===== src/design/ppts_pkg.sv =====
// Shared types and constants of the priority periodic task scheduler.
// No dependencies; every other design file imports this package.
`timescale 1ns / 1ps

package ppts_pkg;

  localparam int SLOTS = 16;
  localparam int SLOT_W = 4;
  localparam logic [15:0] PRIO_RESET = 16'hffff;
  localparam logic [31:0] TICK_LEN_RESET = 32'd1000;

  typedef logic [SLOT_W-1:0] slot_t;
  typedef logic [15:0] prio_t;
  typedef logic [31:0] word_t;

  typedef enum logic [1:0] {
    FUNC_TICK    = 2'd0,
    FUNC_ENABLE  = 2'd1,
    FUNC_DISABLE = 2'd2,
    FUNC_NONE    = 2'd3
  } func_t;

  typedef enum logic [1:0] {
    ST_OK      = 2'd0,
    ST_FULL    = 2'd1,
    ST_ALREADY = 2'd2,
    ST_NOT_EN  = 2'd3
  } status_t;

endpackage


===== src/design/ppts_div.sv =====
// Restoring serial divider, one quotient bit per cycle.
// Depends on ppts_pkg for the word type.
`timescale 1ns / 1ps

module ppts_div import ppts_pkg::*; (
  input  logic  clk,
  input  logic  rst_n,
  input  logic  start,
  input  word_t dividend,
  input  word_t divisor,
  output logic  done,
  output word_t quotient
);

  word_t       quo_r;
  word_t       rem_r;
  logic [5:0]  cnt_r;
  logic        done_r;
  logic [32:0] shifted;
  logic [32:0] diff;

  assign shifted = {rem_r, quo_r[31]};
  assign diff = shifted - {1'b0, divisor};

  always_ff @(posedge clk) begin
    if (!rst_n) begin
      cnt_r <= '0;
      done_r <= 1'b0;
    end else begin
      done_r <= 1'b0;
      if (start) begin
        quo_r <= dividend;
        rem_r <= '0;
        cnt_r <= 6'd32;
      end else if (cnt_r != '0) begin
        if (!diff[32]) begin
          rem_r <= diff[31:0];
          quo_r <= {quo_r[30:0], 1'b1};
        end else begin
          rem_r <= shifted[31:0];
          quo_r <= {quo_r[30:0], 1'b0};
        end
        cnt_r <= cnt_r - 6'd1;
        if (cnt_r == 6'd1) begin
          done_r <= 1'b1;
        end
      end
    end
  end

  assign done = done_r;
  assign quotient = quo_r;

endmodule


===== config.mk =====
export PLATFORM = sky130hd
export DESIGN_NAME = ppts_div
export DESIGN_NICKNAME = d
export VERILOG_FILES = /design/src/design/ppts_pkg.sv /design/src/design/ppts_div.sv
export SDC_FILE = /design/constraint.sdc
export NUM_CORES = 1
export LEC_CHECK = 0
export BUFFER_PORTS_ARGS = -buffer_cell sky130_fd_sc_hd__buf_2
export CORE_MARGIN = 4
export CORE_UTILIZATION = 55
export CTS_BUF_LIST = sky130_fd_sc_hd__clkbuf_4 sky130_fd_sc_hd__clkbuf_8 sky130_fd_sc_hd__clkbuf_16
export CTS_CLUSTER_DIAMETER = 40
export CTS_CLUSTER_SIZE = 14
export DETAILED_ROUTE_END_ITERATION = 16
export PLACE_DENSITY = 0.76
export SYNTH_ARGS = -nofsm -noshare
export SYNTH_HDL_FRONTEND = slang
export SYNTH_SLANG_ARGS = --single-unit
export TNS_END_PERCENT = 10

===== constraint.sdc =====
create_clock -name clk -period 7.67 [get_ports clk]
set_input_delay 1.1505 -clock clk [delete_from_list [all_inputs] [get_ports clk]]
set_output_delay 1.1505 -clock clk [all_outputs]
set_load 0.02 [all_outputs]

Word-level counts from Yosys, hierarchy flattened
Cells that the tools add are included.
Widths: inputs -> output; s select.
Storage, ports and cells
  output and inout port bits: 33
  input bits: 67
  register bits: 71
Operators by class
  muxes and demuxes: 8
  reduce and logical (&&, ||, !) cells: 5
  eq/ne operators: 1
  bitwise logic cells: 2
  add/subtract/negate cells: 2
Operators with widths (number)
  $mux 32: 4
  $sub 33x32->33: 1
  $mux 6: 2
  $eq 6x1->1 const B: 1
  $reduce_bool 6->1: 1
  $sub 6x1->6 const B: 1
  $reduce_or 3->1: 1
  $mux 1: 2
  $not 1->1: 2
  $reduce_and 2->1: 1
  $reduce_bool 2->1: 1
  $reduce_or 2->1: 1

Depth between registers and ports, before layout
Gate-level depths: netlist of the first run.
  depth in word-level cells: 4
  mapped depth: 13
  mapped depth without buffers: 11

Least setup slack after synthesis of the first run
No wires, ideal clock.
  kind: input to register
  start: input port divisor[0]
  end: register rem_r[16] (data pin)
  data arrival time: 3.359 ns
  buffers on the path: 2
  library setup time: 0.266 ns
  data required time: 7.404 ns
  slack: 4.045 ns
  cell stages on the path: 12
  path through: ha_1 > fa_1 > nand2b_1 > a21oi_2 > o21ai_2 > a2111oi_4 > nor3_2 > xnor2_2 > buf_6 > buf_12 > mux2i_1 > nor2_1
On the way
  cells in the longest elaborated chain, start to end: 3
RTL lines
  from (decl): line ppts_div.sv:10  | input word_t divisor,
  $sub 33x32->33: line ppts_div.sv:23  | assign diff = shifted - {1'b0, divisor};
  $mux 32: line ppts_div.sv:36  | if (!diff[32]) begin
  $mux 32: line ppts_div.sv:35  | end else if (cnt_r != '0) begin
  to (signal assigned): line ppts_div.sv:37  | rem_r <= diff[31:0];
  to (signal assigned): line ppts_div.sv:40  | rem_r <= shifted[31:0];
  to (decl): line ppts_div.sv:16  | word_t rem_r;
No other way between the ends. The select of a mux whose other input is x is not followed.
A chain may end at the register's enable or synchronous reset.

Worst setup path in the final report of the first run
  start: input port divisor[0]
  end: register rem_r[21] (data pin)
The elaborated chain is that of the path after synthesis.

==> qor.txt, run 1 <==
Status -> finished, final reports clean
First-pass GRT wire length -> 19200 µm
Post-synth ARST share -> 0%
Worst-margin pin slew -> 0.779 ns
Reg clk slew, reported paths -> 0.09 ns
Wire per inst -> 15.8 µm
Commonest non-fill, non-tap cells in the layout -> buf_2 (99), edfxtp_1 (64), nor2_1 (54)
Setup Buffers After CTS -> 0
Reg-to-Reg End -> rem_r[21]
DR vias/cell -> 5.74
# DRC -> 0
CP bufs+invs -> 2
Nets -> 719
Die H -> 105 µm
Top cell type's share of synthesized area -> 37.3%
Port Buffers -> 99
Maximum clock path buffer count -> 2
Tmin final -> 4.09 ns
Initial Utilization -> 56.0%
Mapped Cells -> 522
PnR worst setup slack -> 3.58 ns
Top sig layer -> met4
Pleak -> 2.57 nW
Synth area leaders -> edfxtp_1 (37%), ha_1 (8.3%), mux2_2 (7.2%)
Startpoint types -> input pin
Resized cells post-CTS -> 0
Total GRT Usage -> 21.1%
Die area -> 11000 µm²
Achievable Freq -> 0.245 GHz
Synthesized area -> 5150 µm²
Slew headroom -> 48.1%
Post-synth top area cell -> edfxtp_1
Critical path class -> input pin to flop
First-pass DRT Iterations -> 4
ANT cells -> 0
Slowest CP cell -> xnor2_4
Hold EP -> cnt_r[1]
Root Buffer -> clkbuf_8
Initial antenna violation count -> 0
Slowest stage delay, CP -> 0.47 ns
Std cell rows -> 35
Synthesized Nets -> 624
Critical Path AT -> 4.18 ns
Clk_skew -> 0.0101 ns
Worst hold path cell count -> 2
RD Place Congestion -> 0.883
Pins Over Slew Limit -> 0
DR WL met2 -> 5540 µm
Final hold vios -> 0
Final period util -> 53.3%
Share of cells above drive strength 1 -> 27.0%
Worst hold-check path type -> flop to flop
Final setup vio count -> 0
Top Ports -> 100
DRT antenna net count -> 0
Crit-path max FO -> 29
Area delta synth->final -> 14.5%
DRT iter0 DRCs -> 212
Detailed Route WL -> 11600 µm
Clk sinks -> 71
MaxCap Viol Count -> 0
Power per cell area -> 311 nW/µm²
Commonest non-fill, non-tap cell in the layout -> buf_2
CP Capture Type -> flop
Synth warnings -> 0
Cells on worst reg2reg path -> 12
Hold Slack -> 0.546 ns
Setup TNS -> 0 ns
Sequential area share after synthesis -> 40.0%
Post-synth EDFFs -> 64
CTS Buf Count -> 9
Post-DP HPWL -> 8560 µm
CTS tree -> built
Worst-path cell chain -> buf_2 > ha_1 > fa_1 > nand2b_1 > a21oi_2 > o21ai_2 > a2111oi_4 > nor3_2 > xnor2_4 > buf_4 > mux2i_1 > nor2_1
Synth unique cells -> 62
Total number of vias -> 4206
Via count of the first global-routing pass -> 4132
Pin count of the biggest net entering global routing -> 70
Worst r2r src -> quotient[31]
FF+latch count, synth -> 71
Core Box Area -> 9200 µm²
Worst skew pair latency -> 0.35 ns
Synth Flop Type -> edfxtp_1
Die X -> 105 µm
Hold path startpoint -> cnt_r[1]
Dpl ws -> 3.16 ns
Met1 wire length -> 5080 µm
RSZ-0062 raised after global routing -> no
Avg Cell Area, Syn -> 9.87 µm²
Remaining global-route overflow -> 0
CP top delay family -> compound AO/OA/AOI/OAI gates
Maximum VDD drop -> 0.000151 V
Hold buffer count at CTS -> 0
R2r setup slk -> 4.04 ns
Met3 wire length -> 755 µm
CP required -> 7.76 ns
H-Tree Depth -> 3
-- cells by family (layout without fill, tap and decap cells) --
| family | after synthesis | count (layout) | share of synthesized area (%) |
|---|---|---|---|
| simple gates | 150 | 150 | 13.9 |
| mux | 56 | 56 | 11.8 |
| flops | 71 | 71 | 40.0 |
| buf+inv | 58 | 158 | 5.00 |
| compound gates | 122 | 122 | 15.4 |
| fa+ha+maj | 35 | 35 | 8.64 |
| xor+xnor | 30 | 30 | 5.24 |
-- registers in the layout, indices dropped and copies added (netlist names) --
| signal | cells |
|---|---|
| quotient | 32 |
| done | 1 |
| rem_r | 32 |
| cnt_r | 6 |
-- layout make-up --
class                   count  area [µm²]
multi-input cells         393        2850
clock inverters             7        61.3
inverters                  40         150
repair buffers            102         518
clock buffers               9         124
flip-flops and latches     71        2060
fillers                   801        3300
well taps                 111         139
-- power breakdown --
part,total [W],switching (W),internal [W]
combinational,0.000942,0.000538,0.000405
sequential,0.000598,0.0000534,0.000545
clock,0.000295,0.000171,0.000124
-- routing by layer --
layer | GRT usage [%] | vias up
met3 | 4.88 | 18
met5 | 0 | -
met2 | 34.6 | 128
met1 | 27.3 | 1979
met4 | 7.40 | 0
li1 | - | 2081
-- through the flow --
stage	power (W)	std cells	util [%]	area, µm²
after CTS	0.00184	733	64.2	5900
after global placement	0.00151	717	62.1	5720
after floorplan	0.00137	522	-	5150
after detailed placement	0.00154	717	62.1	5720
after global routing	0.00197	733	64.2	5900
final	0.00184	733	64.2	5900
-- Yosys cell counts (9+ instances only) --
cell type and instances:
a21oi_1 44, edfxtp_1 64, ha_1 34, inv_1 40
mux2_2 33, mux2i_1 22, nand2_1 31, nand2b_1 13
nand3_1 10, nor2_1 54, nor3_1 13, o21ai_0 23
xnor2_1 20, xor2_1 9
-- worst register-to-register path: stages, from the launching register on --
cell and delay (ns):
edfxtp_1 0.40, inv_1 0.06, ha_1 0.20, fa_1 0.41, nand2b_1 0.20, a21oi_2 0.22
o21ai_2 0.16, a2111oi_4 0.35, nor3_2 0.13, xnor2_4 0.47, buf_4 0.46, mux2i_1 0.26
nor2_1 0.05
-- worst max-delay path by stage --
stage	startpoint	endpoint	slack (ns)	cells past startpoint
6_report	divisor[0]	rem_r[21]	3.58	12
4_1_cts	divisor[0]	rem_r[28]	3.56	12
2_1_floorplan	divisor[0]	rem_r[16]	4.04	12
5_1_grt	divisor[0]	rem_r[21]	3.37	12
3_5_place_dp	divisor[0]	rem_r[21]	3.16	12
3_3_place_gp	divisor[0]	rem_r[28]	3.29	12
Power figures use the tool's default switching activity.
==> run 2, diff against run 1 <==
clock period = 4.06 ns   (was 7.67 ns; I/O delays follow)
==> run 2 against run 1 <==
Against the previous run: register-to-register slack lost 3.2 ns; utilization grew 0.16 points; total power grew 90%; via count shrank 0.36%; sequential share of layout area shrank 0.089 points; non-clock buffer count grew 2; setup slack lost 2.7 ns; clock power grew 89%; count of clock-buffer cells in the layout is the same; routed wire length grew 1.6%; first-iteration DRC count grew 31%; cell count grew 0.27%.
==> qor.txt, run 2 (same netlist as run 1, synthesis figures left out) <==
CTS tree -> built
Post-DP HPWL -> 8770 µm (+2.5%)
Die area -> 11000 µm² (unchanged)
Slew headroom -> 46.2% (-1.9 points)
Via count of the first global-routing pass -> 4285 (+3.7%)
Power share of the combinational group -> 51.8% (+0.5 points)
Sequential power share -> 32.3% (-0.3 points)
CTS Buf Count -> 9 (unchanged)
Core Box Area -> 9200 µm² (unchanged)
Power per cell area -> 591 nW/µm² (+90%)
NetSw -> 0.00146 W (+91%)
Slowest stage delay, CP -> 0.41 ns (-0.06 ns)
RSZ-0062 raised after global routing -> no
FF/Latch Area -> 2060 µm² (unchanged)
Achievable Freq -> 0.310 GHz
Total number of vias -> 4191 (-0.36%)
Area of placed instances -> 5730 µm² (+0.26%)
Initial antenna violation count -> 0 (unchanged)
Final period util -> 79.4%
Remaining global-route overflow -> 0 (unchanged)
Detailed Route WL -> 11800 µm (+1.6%)
Inst Count DP -> 719 (+0.28%)
Initial Utilization -> 56.0% (unchanged)
CP top delay family -> compound AO/OA/AOI/OAI gates
DRT antenna net count -> 0 (unchanged)
Root Buffer -> clkbuf_8
Setup Buffers After CTS -> 0 (unchanged)
Critical Path AT -> 3.31 ns (-0.87 ns)
Worst-path cell chain -> inv_1 > ha_1 > fa_1 > nand2b_1 > a21oi_2 > o21ai_2 > a2111oi_4 > nor3_2 > xnor2_4 > buf_4 > mux2i_1 > nor2_1
Pleak -> 2.58 nW (+0.38%)
Worst hold-check path type -> input pin to flop
First-pass DRT Iterations -> 5 (+1)
Slowest CP cell -> fa_1
Switching Fraction -> 41.7% (+0.13 points)
Top Ports -> 100 (unchanged)
CP Capture Type -> flop
Final hold vios -> 0 (unchanged)
Hold Slack -> 0.505 ns (-0.0407 ns)
Commonest non-fill, non-tap cells in the layout -> buf_2 (99), edfxtp_1 (64), nor2_1 (54)
Status -> finished, final reports clean
Die X -> 105 µm (unchanged)
Post-route cell area -> 5920 µm² (+0.25%)
Clk pwr share -> 16.0% (about the same)
DR vias/cell -> 5.70 (-0.63%)
MaxCap Viol Count -> 0 (unchanged)
Critical path class -> flop to flop
Share of cells above drive strength 1 -> 27.2% (+0.23 points)
Resized cells post-CTS -> 0 (unchanged)
Pin count of the biggest net entering global routing -> 69 (-1.4%)
ANT cells -> 0 (unchanged)
Finished Layout Cells -> 735 (+0.27%)
Maximum VDD drop -> 0.000307 V (+100%)
H-Tree Depth -> 3 (unchanged)
Pins Over Slew Limit -> 0 (unchanged)
Clk sinks -> 71 (unchanged)
Reg clk slew, reported paths -> 0.09 ns (about the same)
Crit-path max FO -> 31 (+6.9%)
# DRC -> 0 (unchanged)
Worst-margin pin slew -> 0.807 ns (+0.0282 ns)
Total GRT Usage -> 21.9% (+0.86 points)
Clk_skew -> 0.0164 ns (+0.00632 ns)
Wire per inst -> 16.0 µm (+1.4%)
Tmin final -> 3.22 ns
Hold buffer count at CTS -> 0 (unchanged)
CP bufs+invs -> 2 (unchanged)
Final setup vio count -> 0 (unchanged)
Area taken by multi-input logic gates -> 2850 µm² (unchanged)
First-pass GRT wire length -> 19800 µm (+3.1%)
Commonest non-fill, non-tap cell in the layout -> buf_2
Fill cells -> 757 (-5.5%)
Worst skew pair latency -> 0.36 ns (about the same)
Area delta synth->final -> 14.8%
DRT iter0 DRCs -> 278 (+31%)
Setup TNS -> 0 ns (unchanged)
Std cell rows -> 35 (unchanged)
Maximum clock path buffer count -> 2 (unchanged)
RD Place Congestion -> 0.918 (+4.0%)
Nets -> 721 (+0.28%)
Startpoint types -> flop
Power Internal -> 0.00204 W (+90%)
Die H -> 105 µm (unchanged)
Port Buffers -> 99 (unchanged)
CP required -> 4.14 ns (-3.62 ns)
Fin util -> 64.3% (+0.16 points)
run 2: power groups by stage:
stage                     clock [W]  combinational, W  sequential, W
after floorplan                   0           0.00141        0.00117
after global placement            0           0.00174        0.00114
after detailed placement          0           0.00179        0.00114
after CTS                  0.000571           0.00180        0.00113
after global routing       0.000602           0.00200        0.00115
final                      0.000558           0.00181        0.00113
run 2: area by class of cell:
class	instances	area share, %
Sequential cell	71	34.9
Clock buffer	9	2.09
Timing Repair Buffer	104	9.01
Tap cell	111	2.35
Clock inverter	7	1.04
Inverter	40	2.54
Multi-Input combinational cell	393	48.1
run 2: per-stage QoR:
| step | setup slack, ns | power, W |
|---|---|---|
| 3_5_place_dp | 0.543 | 0.00293 |
| 5_1_grt | 0.602 | 0.00375 |
| 3_3_place_gp | 0.640 | 0.00287 |
| 6_report | 0.835 | 0.00350 |
| 4_1_cts | 0.830 | 0.00350 |
| 2_1_floorplan | 0.976 | 0.00258 |
run 2: path summary, 6_finish.rpt:
path / end / from / slack [ns] / cells after the start
max: rem_r[5] / quotient[31] / 0.84 / 12
min: cnt_r[5] / rst_n / 0.51 / 2
max reg2reg: rem_r[5] / quotient[31] / 0.84 / 12
min reg2reg: cnt_r[4] / cnt_r[4] / 0.57 / 2
run 2: layer usage:
metal | vias up | GRT usage, % | share of wire, % | routed length (µm)
li1 | 2084 | - | - | -
met1 | 1977 | 27.1 | 43 | 5000
met5 | - | 0 | 0 | 0
met2 | 118 | 38.2 | 49 | 5820
met4 | 0 | 5.90 | 0.98 | 115
met3 | 12 | 5.44 | 7.0 | 825
